==> config.mk <==
export PLATFORM = sky130hd
export DESIGN_NAME = sdc_ctrl
export DESIGN_NICKNAME = d
export VERILOG_FILES = /design/src/hw/rtl/sdc_pkg.sv /design/src/hw/rtl/sdc_ctrl.sv
export SDC_FILE = /design/constraint.sdc
export NUM_CORES = 1
export LEC_CHECK = 0
export BUFFER_PORTS_ARGS = -buffer_cell sky130_fd_sc_hd__clkbuf_2
export CAP_MARGIN = 30
export CORE_AREA = 2 2 39 41
export DETAILED_ROUTE_END_ITERATION = 12
export DIE_AREA = 0 0 41 43
export PLACE_DENSITY = 0.72
export SYNTH_ARGS = -nofsm -noshare
export SYNTH_HDL_FRONTEND = slang
export SYNTH_SLANG_ARGS = --single-unit
==> constraint.sdc <==
create_clock -name clk_i -period 3.59 [get_ports clk_i]
set_clock_uncertainty 0.1 [all_clocks]
set_input_delay 0.8975 -clock clk_i [delete_from_list [all_inputs] [get_ports clk_i]]
set_output_delay 0.8975 -clock clk_i [all_outputs]
set_load 0.02 [all_outputs]
==> src/hw/rtl/sdc_pkg.sv <==
// ----------------------------------------------------------------------------
// sdc_pkg: shared types and constants for the sifting SD criterion
// Controller state, command/status structs and fixed-point constants.
// ----------------------------------------------------------------------------
package sdc_pkg;

  localparam int SD_BITS   = 32;   // UQ16.16 sum
  localparam int TERM_BITS = 24;   // UQ8.16 term
  localparam int TERM_FRAC = 16;   // fraction bits of a term
  localparam int DIV_STEPS = 24;   // one quotient bit per step
  localparam int CNT_BITS  = 5;    // holds DIV_STEPS-1
  localparam int SAT_SHIFT = 4;    // term saturates when |d| >= 16*|p|

  localparam logic [SD_BITS-1:0]   FIXED_THREE = 32'd196608;
  localparam logic [TERM_BITS-1:0] TERM_MAX    = 24'hFF_FFFF;
  localparam logic [SD_BITS-1:0]   SUM_MAX     = 32'hFFFF_FFFF;

  typedef enum logic [2:0] {
    ST_IDLE,
    ST_READ,
    ST_SQUARE,
    ST_DIV,
    ST_ACC,
    ST_STORE,
    ST_EMIT
  } sdc_state_e;

  // controller -> datapath
  typedef struct packed {
    logic accept;    // capture word, issue store read
    logic ld_ab;     // register |d|, |p| and the special-case flags
    logic ld_sq;     // register squares, arm divider
    logic div_step;  // one restoring-division step
    logic acc;       // add term into the sum
    logic store;     // write sample back, advance index
    logic emit;      // load result register, clear for next vector
  } sdc_cmd_t;

  // datapath -> controller
  typedef struct packed {
    logic have_prev;
    logic in_range;
    logic last;
    logic out_free;
  } sdc_sts_t;

endpackage

==> src/hw/rtl/sdc_ctrl.sv <==
// ----------------------------------------------------------------------------
// sdc_ctrl: sequencing FSM for the SD criterion
// Steps compared words through read, square, divide, accumulate and store.
// ----------------------------------------------------------------------------
module sdc_ctrl (
  input  logic              clk_i,
  input  logic              rst_ni,
  input  logic              in_valid_i,
  output logic              in_ready_o,
  input  sdc_pkg::sdc_sts_t sts_i,
  output sdc_pkg::sdc_cmd_t cmd_o
);

  sdc_pkg::sdc_state_e state_q, state_d;
  logic [sdc_pkg::CNT_BITS-1:0] cnt_q, cnt_d;

  always_ff @(posedge clk_i or negedge rst_ni) begin
    if (!rst_ni) begin
      state_q <= sdc_pkg::ST_IDLE;
      cnt_q   <= '0;
    end else begin
      state_q <= state_d;
      cnt_q   <= cnt_d;
    end
  end

  always_comb begin
    state_d    = state_q;
    cnt_d      = cnt_q;
    cmd_o      = '0;
    in_ready_o = 1'b0;
    case (state_q)
      sdc_pkg::ST_IDLE: begin
        in_ready_o = 1'b1;
        if (in_valid_i) begin
          cmd_o.accept = 1'b1;
          // compare only when a previous vector exists at this index
          if (sts_i.have_prev && sts_i.in_range) begin
            state_d = sdc_pkg::ST_READ;
          end else begin
            state_d = sdc_pkg::ST_STORE;
          end
        end
      end
      sdc_pkg::ST_READ: begin
        cmd_o.ld_ab = 1'b1;
        state_d     = sdc_pkg::ST_SQUARE;
      end
      sdc_pkg::ST_SQUARE: begin
        cmd_o.ld_sq = 1'b1;
        cnt_d       = '0;
        state_d     = sdc_pkg::ST_DIV;
      end
      sdc_pkg::ST_DIV: begin
        cmd_o.div_step = 1'b1;
        if (cnt_q == sdc_pkg::CNT_BITS'(sdc_pkg::DIV_STEPS - 1)) begin
          state_d = sdc_pkg::ST_ACC;
        end else begin
          cnt_d = cnt_q + 1'b1;
        end
      end
      sdc_pkg::ST_ACC: begin
        cmd_o.acc = 1'b1;
        state_d   = sdc_pkg::ST_STORE;
      end
      sdc_pkg::ST_STORE: begin
        cmd_o.store = 1'b1;
        state_d     = sts_i.last ? sdc_pkg::ST_EMIT : sdc_pkg::ST_IDLE;
      end
      sdc_pkg::ST_EMIT: begin
        if (sts_i.out_free) begin
          cmd_o.emit = 1'b1;
          state_d    = sdc_pkg::ST_IDLE;
        end
      end
      default: begin
        state_d = sdc_pkg::ST_IDLE;
      end
    endcase
  end

  a_div_ends_in_acc: assert property (@(posedge clk_i) disable iff (!rst_ni)
    (state_q == sdc_pkg::ST_DIV &&
     cnt_q == sdc_pkg::CNT_BITS'(sdc_pkg::DIV_STEPS - 1)) |=> state_q == sdc_pkg::ST_ACC)
    else $error("divider did not hand over to accumulate");

  a_one_stage_cmd: assert property (@(posedge clk_i) disable iff (!rst_ni)
    $onehot0(cmd_o))
    else $error("more than one datapath command at once");

endmodule

==> qor.tcl, run 1 <==
set qor(finalWorstPathRequiredPeriod_ps) 2420
set qor(internal_power_mw) 0.264
set qor(drt-pass1-iter-count) 4
set qor(crit_type) {flop to output pin}
set qor(dr.first_iter.drc_count) 9
set qor(clockRootBuffer) {sky130_fd_sc_hd__clkbuf_4}
set qor(globalRoute.totalOverflow) 0
set qor(timing.critical_path.buf_inv) 1
set qor(io_buffers) 14
set qor(tritoncts_clock_tree) {yes}
set qor(sequentialPowerShare_pct) 39.4
set qor(place.detailed.hpwl_um) 805
set qor(timing_hold_violations_final) 0
set qor(critical-path-slowest-cell) {sky130_fd_sc_hd__dfrtp_1}
set qor(fp.dieArea_um2) 1760
set qor(critical_path.endpoint) {cmd_o[6]}
set qor(achievable-frequency_mhz) 414
set qor(placeableCoreArea_um2) 1380
set qor(critical_path.max_fanout) 12
set qor(syn-cell-area_um2) 537
set qor(synth_top_area_cell) {sky130_fd_sc_hd__dfrtp_1}
set qor(setup_viol) 0
set qor(grt_max_degree) 14
set qor(leakage_nw) 0.277
set qor(vias) 505
set qor(asyncSetResetFlopFracSynth_pct) 100
set qor(io-pin-count) 15
set qor(timing.critical_path.cells) {nor3_1 > and2_1 > clkbuf_2}
set qor(clk_path_buf_depth) 2
set qor(yosysWarnings) 0
set qor(drv_slew) 0
set qor(synth_nets) 73
set qor(r2r.worst_path.cells) 5
set qor(crit_arrival_ps) 1420
set qor(synth_edf_count) 0
set qor(vias_per_cell) 5.43
set qor(cts-htree-levels) 1
set qor(postRouteWirelength_um) 1100
set qor(detail_route.drc_violations) 0
set qor(diodes) 0
set qor(combPwrFrac_pct) 45.7
set qor(initial_core_util_pct) 38.8
set qor(finish.cell_count_without_fillers) 93
set qor(synth.distinct_cells) 26
set qor(critical_path_required_ps) 2590
set qor(detail_route.wl_per_cell_um) 11.9
set qor(regToRegSetupSlack_ps) 2000
set qor(slew_headroom_pct) 73.3
set qor(synth.top_cells.by_count) {sky130_fd_sc_hd__dfrtp_1, sky130_fd_sc_hd__nor3_1, sky130_fd_sc_hd__nand2_1, sky130_fd_sc_hd__o21ai_0}
set qor(crit-reg2reg-capture) {state_q[2]$_DFFE_PN0P_}
set qor(ctsResizeCount) 0
set qor(post_route_ant_nets) 0
set qor(worst_setup_path_startpoint) {state_q[1]$_DFFE_PN0P_}
set qor(count_of_state_elements_after_synthesis) 8
set qor(worst_setup_path_end_kind) {output pin}
set qor(netSwitchingFraction_pct) 46.3
set qor(number_of_antenna_violations_at_the_first_check_in_global_routing) 0
set qor(synth.top_cells.by_area) {sky130_fd_sc_hd__dfrtp_1, sky130_fd_sc_hd__nor3_1, sky130_fd_sc_hd__o21ai_0}
set qor(dieHeight_um) 43
set qor(die_width_um) 41
set qor(worstSkewPairLatency_ps) 260
set qor(final_core_util_pct) 44.2
set qor(final.period_utilization_pct) 67.4
set qor(grt_pass1_vias) 436
set qor(clk_pin_slew_worst_paths_ps) 60
set qor(cts_buffers) 3
set qor(synthCells) 65
set qor(drive_gt1_share_pct) 26.0
set qor(placement_rows) 14
set qor(grtUsageTotal_pct) 14.7
set qor(rsz_0062_raised_after_global_routing) {false}
set qor(drv_cap) 0
set qor(sequential_area_share_after_synthesis_pct) 37.3
set qor(path_delay_family) {flip-flops}
set qor(synth_top_area_share_pct) 37.3
set qor(synth_top_flop_cell) {sky130_fd_sc_hd__dfrtp_1}
set qor(power-per-cell-area_nw_per_um2) 803
set qor(numClockSinks) 8
set qor(fin_nets) 87
set qor(cts-hold-fix-buffers) 0
set qor(finalWeightedCongestion) 0.686
set qor(r2r-start) {cnt_q[0]$_DFFE_PN0P_}
set qor(timing.hold.worst.class) {input port to async pin}
set qor(worstSetupPathDepth) 3
set qor(dp.cells) 90
set qor(worst_slew_pin_slew_ps) 401
set qor(max_stage_delay_ps) 510
set qor(run_status) {completed}
set qor(worst_setup_path_start_kind) {flop}
set qor(layout-area-overhead-vs-synth_pct) 14.0
set qor(syn_avg_cell_area_um2) 8.26
set qor(total_switching_power_mw) 0.227
set qor(post_cts_buffers) 0
set qor(yosysMostFrequentCell) {sky130_fd_sc_hd__dfrtp_1}
set qor(clock_power_share_pct) 14.9
set qor(grt_first_pass_wirelength_um) 1730
set qor(max-vdd-ir-drop_v) 0.000252
set qor(fin_setup_tns_ps) 0
## flip-flops by register name, indices dropped and copies added (netlist names)
signal   cells
state_q      3
cnt_q        5
## logic make-up after synthesis
logic type / synth area share (%)
AO/OA/AOI/OAI: 21.2
adder cells (fa/ha/maj): 2.33
buffers and inverters: 8.39
flip-flops: 37.3
AND/OR/NAND/NOR: 30.8
## how the worst min path moves through the flow
| stage | startpoint | end | slack (ps) | cells past startpoint |
|---|---|---|---|---|
| after detailed placement | cnt_q[1]$_DFFE_PN0P_ | cnt_q[1]$_DFFE_PN0P_ | 440 | 2 |
| after global placement | cnt_q[1]$_DFFE_PN0P_ | cnt_q[1]$_DFFE_PN0P_ | 420 | 2 |
| final | rst_ni | cnt_q[0]$_DFFE_PN0P_ | 380 | 1 |
| after global routing | rst_ni | cnt_q[1]$_DFFE_PN0P_ | 380 | 1 |
| after CTS | rst_ni | cnt_q[1]$_DFFE_PN0P_ | 370 | 1 |
| after floorplan | cnt_q[1]$_DFFE_PN0P_ | cnt_q[1]$_DFFE_PN0P_ | 400 | 2 |
## routing by layer
| metal | vias to the layer above | wire [um] | GRT usage (%) |
|---|---|---|---|
| met2 | 17 | 455 | 20.3 |
| met5 | - | 0 | 0 |
| met1 | 222 | 533 | 19.4 |
| met4 | 0 | 51 | 10.0 |
| li1 | 259 | - | - |
| met3 | 7 | 62 | 3.14 |
## stage by stage
step / power [mW] / instance area (um2) / setup WS (ps) / hold WS, ps
4_1_cts: 0.496 / 612 / 1170 / 375
5_1_grt: 0.531 / 612 / 1050 / 385
6_report: 0.491 / 612 / 1170 / 377
3_5_place_dp: 0.421 / 589 / 1230 / 438
3_3_place_gp: 0.413 / 589 / 1250 / 420
2_1_floorplan: 0.372 / 537 / 1170 / 396
## cell type report
type / count / area [um2]
inverters: 2 / 7.51
repair buffers: 14 / 70.1
clock buffers: 3 / 22.5
multi-input cells: 50 / 292
fillers: 143 / 772
flip-flops and latches: 8 / 200
well taps: 16 / 20.0
## power by group through the flow
stage	registers, mW	clock network, mW	logic [mW]
floorplan	0.162	0	0.211
global placement	0.194	0	0.220
detailed placement	0.194	0	0.228
CTS	0.192	0.0758	0.228
global route	0.202	0.0792	0.250
finish	0.194	0.0733	0.224
## cells in the final DEF (no fill, tap or decap), types with 3 or more instances in the layout
cell type / instances
sky130_fd_sc_hd__clkbuf_2: 14
sky130_fd_sc_hd__dfrtp_1: 8
sky130_fd_sc_hd__nor3_1: 7
sky130_fd_sc_hd__nand2_1: 6
sky130_fd_sc_hd__o21ai_0: 6
sky130_fd_sc_hd__nor2_1: 5
sky130_fd_sc_hd__a21oi_1: 5
sky130_fd_sc_hd__nand3_1: 4
sky130_fd_sc_hd__nand2b_1: 3
sky130_fd_sc_hd__clkbuf_4: 3
## worst register-to-register path: stages (launching register included)
cell and delay (ps):
sky130_fd_sc_hd__dfrtp_1 420, sky130_fd_sc_hd__ha_1 260, sky130_fd_sc_hd__and4b_1 260, sky130_fd_sc_hd__nand2_1 130, sky130_fd_sc_hd__o22ai_1 90, sky130_fd_sc_hd__a31o_1 220
No activity file was read; power rests on OpenSTA's default activity.
==> inputs of run 2 (changes only) <==
- clock period: 3.59 -> 2.5 ns (I/O delays scaled with it)
==> run 2 against run 1 <==
  * Largest cell class unchanged
  * Setup slack got worse by 820 ps
  * Die area stayed put
  * Register-to-register slack worse by 1100 ps
==> qor.tcl, run 2 (same netlist as run 1, synthesis figures left out) <==
set qor(run_status) {completed}
set qor(area.sequential_um2) 200
set qor(timing.hold.worst.class) {input port to async pin}
set qor(critical_path_required_ps) 1770
set qor(vias_per_cell) 5.37
set qor(worst_slew_pin_slew_ps) 378
set qor(cts-htree-levels) 1
set qor(placeableCoreArea_um2) 1380
set qor(post_cts_buffers) 0
set qor(layout-area-overhead-vs-synth_pct) 14.0
set qor(max_stage_delay_ps) 510
set qor(finalWeightedCongestion) 0.725
set qor(worst_setup_path_end_kind) {output pin}
set qor(regToRegSetupSlack_ps) 900
set qor(vias) 499
set qor(rsz_0062_raised_after_global_routing) {false}
set qor(place.detailed.hpwl_um) 833
set qor(initial_core_util_pct) 38.8
set qor(max-vdd-ir-drop_v) 0.000503
set qor(routed.top_layer) {met4}
set qor(finalWorstPathRequiredPeriod_ps) 2140
set qor(mostFrequentLayoutCell) {sky130_fd_sc_hd__clkbuf_2}
set qor(fill_cells) 149
set qor(number_of_antenna_violations_at_the_first_check_in_global_routing) 0
set qor(met3WireLength_um) 95
set qor(dr.first_iter.drc_count) 10
set qor(post_route_ant_nets) 0
set qor(layout_common_cells) {sky130_fd_sc_hd__clkbuf_2, sky130_fd_sc_hd__dfrtp_1, sky130_fd_sc_hd__nor3_1}
set qor(crit_type) {flop to output pin}
set qor(worstSkewPairLatency_ps) 260
set qor(critical_path.max_fanout) 12
set qor(grt_pass1_vias) 459
set qor(die_width_um) 41
set qor(drv_cap) 0
set qor(io-pin-count) 15
set qor(grtUsageTotal_pct) 17.0
set qor(r2r.worst_path.cells) 5
set qor(drt-pass1-iter-count) 4
set qor(grt_first_pass_wirelength_um) 2000
set qor(wl_met1_um) 501
set qor(largest_register_ff_count) 5
set qor(diodes) 0
set qor(fin_nets) 87
set qor(multi_input_comb_area_um2) 292
set qor(postRouteWirelength_um) 1110
set qor(timing.critical_path.buf_inv) 1
set qor(leakage_nw) 0.277
set qor(io_buffers) 14
set qor(grt_max_degree) 14
set qor(timing.critical_path.cells) {nor3_1 > and2_1 > clkbuf_2}
set qor(detail_route.wl_per_cell_um) 11.9
set qor(fp.dieArea_um2) 1760
set qor(clk_pin_slew_worst_paths_ps) 60
set qor(drive_gt1_share_pct) 26.0
set qor(final_total_pwr_mw) 0.702
set qor(clk_path_buf_depth) 2
set qor(ctsResizeCount) 0
set qor(final.period_utilization_pct) 85.7
set qor(fin_setup_tns_ps) 0
set qor(cts-hold-fix-buffers) 0
set qor(met2_wirelength_um) 504
set qor(power-per-cell-area_nw_per_um2) 1150
set qor(reg.largest.list) {cnt_q x5, state_q x3}
set qor(globalRoute.totalOverflow) 0
set qor(drv_slew) 0
set qor(timing_hold_violations_final) 0
set qor(numClockSinks) 8
set qor(r2r-start) {cnt_q[0]$_DFFE_PN0P_}
set qor(placement_rows) 14
set qor(clockRootBuffer) {sky130_fd_sc_hd__clkbuf_4}
set qor(setup_viol) 0
set qor(detail_route.drc_violations) 0
set qor(crit-reg2reg-capture) {state_q[2]$_DFFE_PN0P_}
set qor(crit_arrival_ps) 1420
set qor(slew_headroom_pct) 74.8
set qor(dieHeight_um) 43
set qor(worst_setup_path_start_kind) {flop}
set qor(cts_buffers) 3
set qor(achievable-frequency_mhz) 467
set qor(critical-path-slowest-cell) {sky130_fd_sc_hd__dfrtp_1}
set qor(tritoncts_clock_tree) {yes}
set qor(path_delay_family) {flip-flops}
set qor(max_flop_register) {cnt_q}
run 2: per-layer routing:
metal | global-route usage [%] | vias up
met2 | 24.7 | 17
met1 | 21.3 | 221
met5 | 0 | -
met3 | 9.42 | 2
met4 | 4.00 | 0
li1 | - | 259
run 2: layout make-up:
cell class / instances / area share (%)
timing repair buffer: 14 / 11.5
inverter: 2 / 1.23
tap: 16 / 3.27
clock buffer: 3 / 3.68
sequential: 8 / 32.7
multi-input combinational: 50 / 47.6
run 2: worst max path at each step:
stage	slack, ps	startpoint	endpoint	cells past startpoint
2_1_floorplan	370	state_q[2]$_DFFE_PN0P_	cmd_o[6]	3
3_3_place_gp	670	state_q[1]$_DFFE_PN0P_	cmd_o[6]	3
3_5_place_dp	630	state_q[1]$_DFFE_PN0P_	cmd_o[6]	3
4_1_cts	340	state_q[1]$_DFFE_PN0P_	cmd_o[6]	3
5_1_grt	230	state_q[1]$_DFFE_PN0P_	cmd_o[6]	3
6_report	360	state_q[1]$_DFFE_PN0P_	cmd_o[6]	3
run 2: through the flow:
| stage | instance area, um2 | utilization (%) | hold slack, ps | instances | setup WS, ps |
|---|---|---|---|---|---|
| 2_1_floorplan | 537 | - | 229 | 65 | 370 |
| 3_3_place_gp | 589 | 42.6 | 386 | 90 | 669 |
| 3_5_place_dp | 589 | 42.6 | 388 | 90 | 628 |
| 4_1_cts | 612 | 44.2 | 106 | 93 | 336 |
| 5_1_grt | 612 | 44.2 | 113 | 93 | 234 |
| 6_report | 612 | 44.2 | 103 | 93 | 357 |
run 2: report_power, final:
part / total, mW / switching, mW / internal (mW) / leakage [nW]
clock: 0.103 / 0.0474 / 0.0552 / 0.0138
combinational: 0.323 / 0.184 / 0.139 / 0.167
sequential: 0.276 / 0.0923 / 0.184 / 0.0960
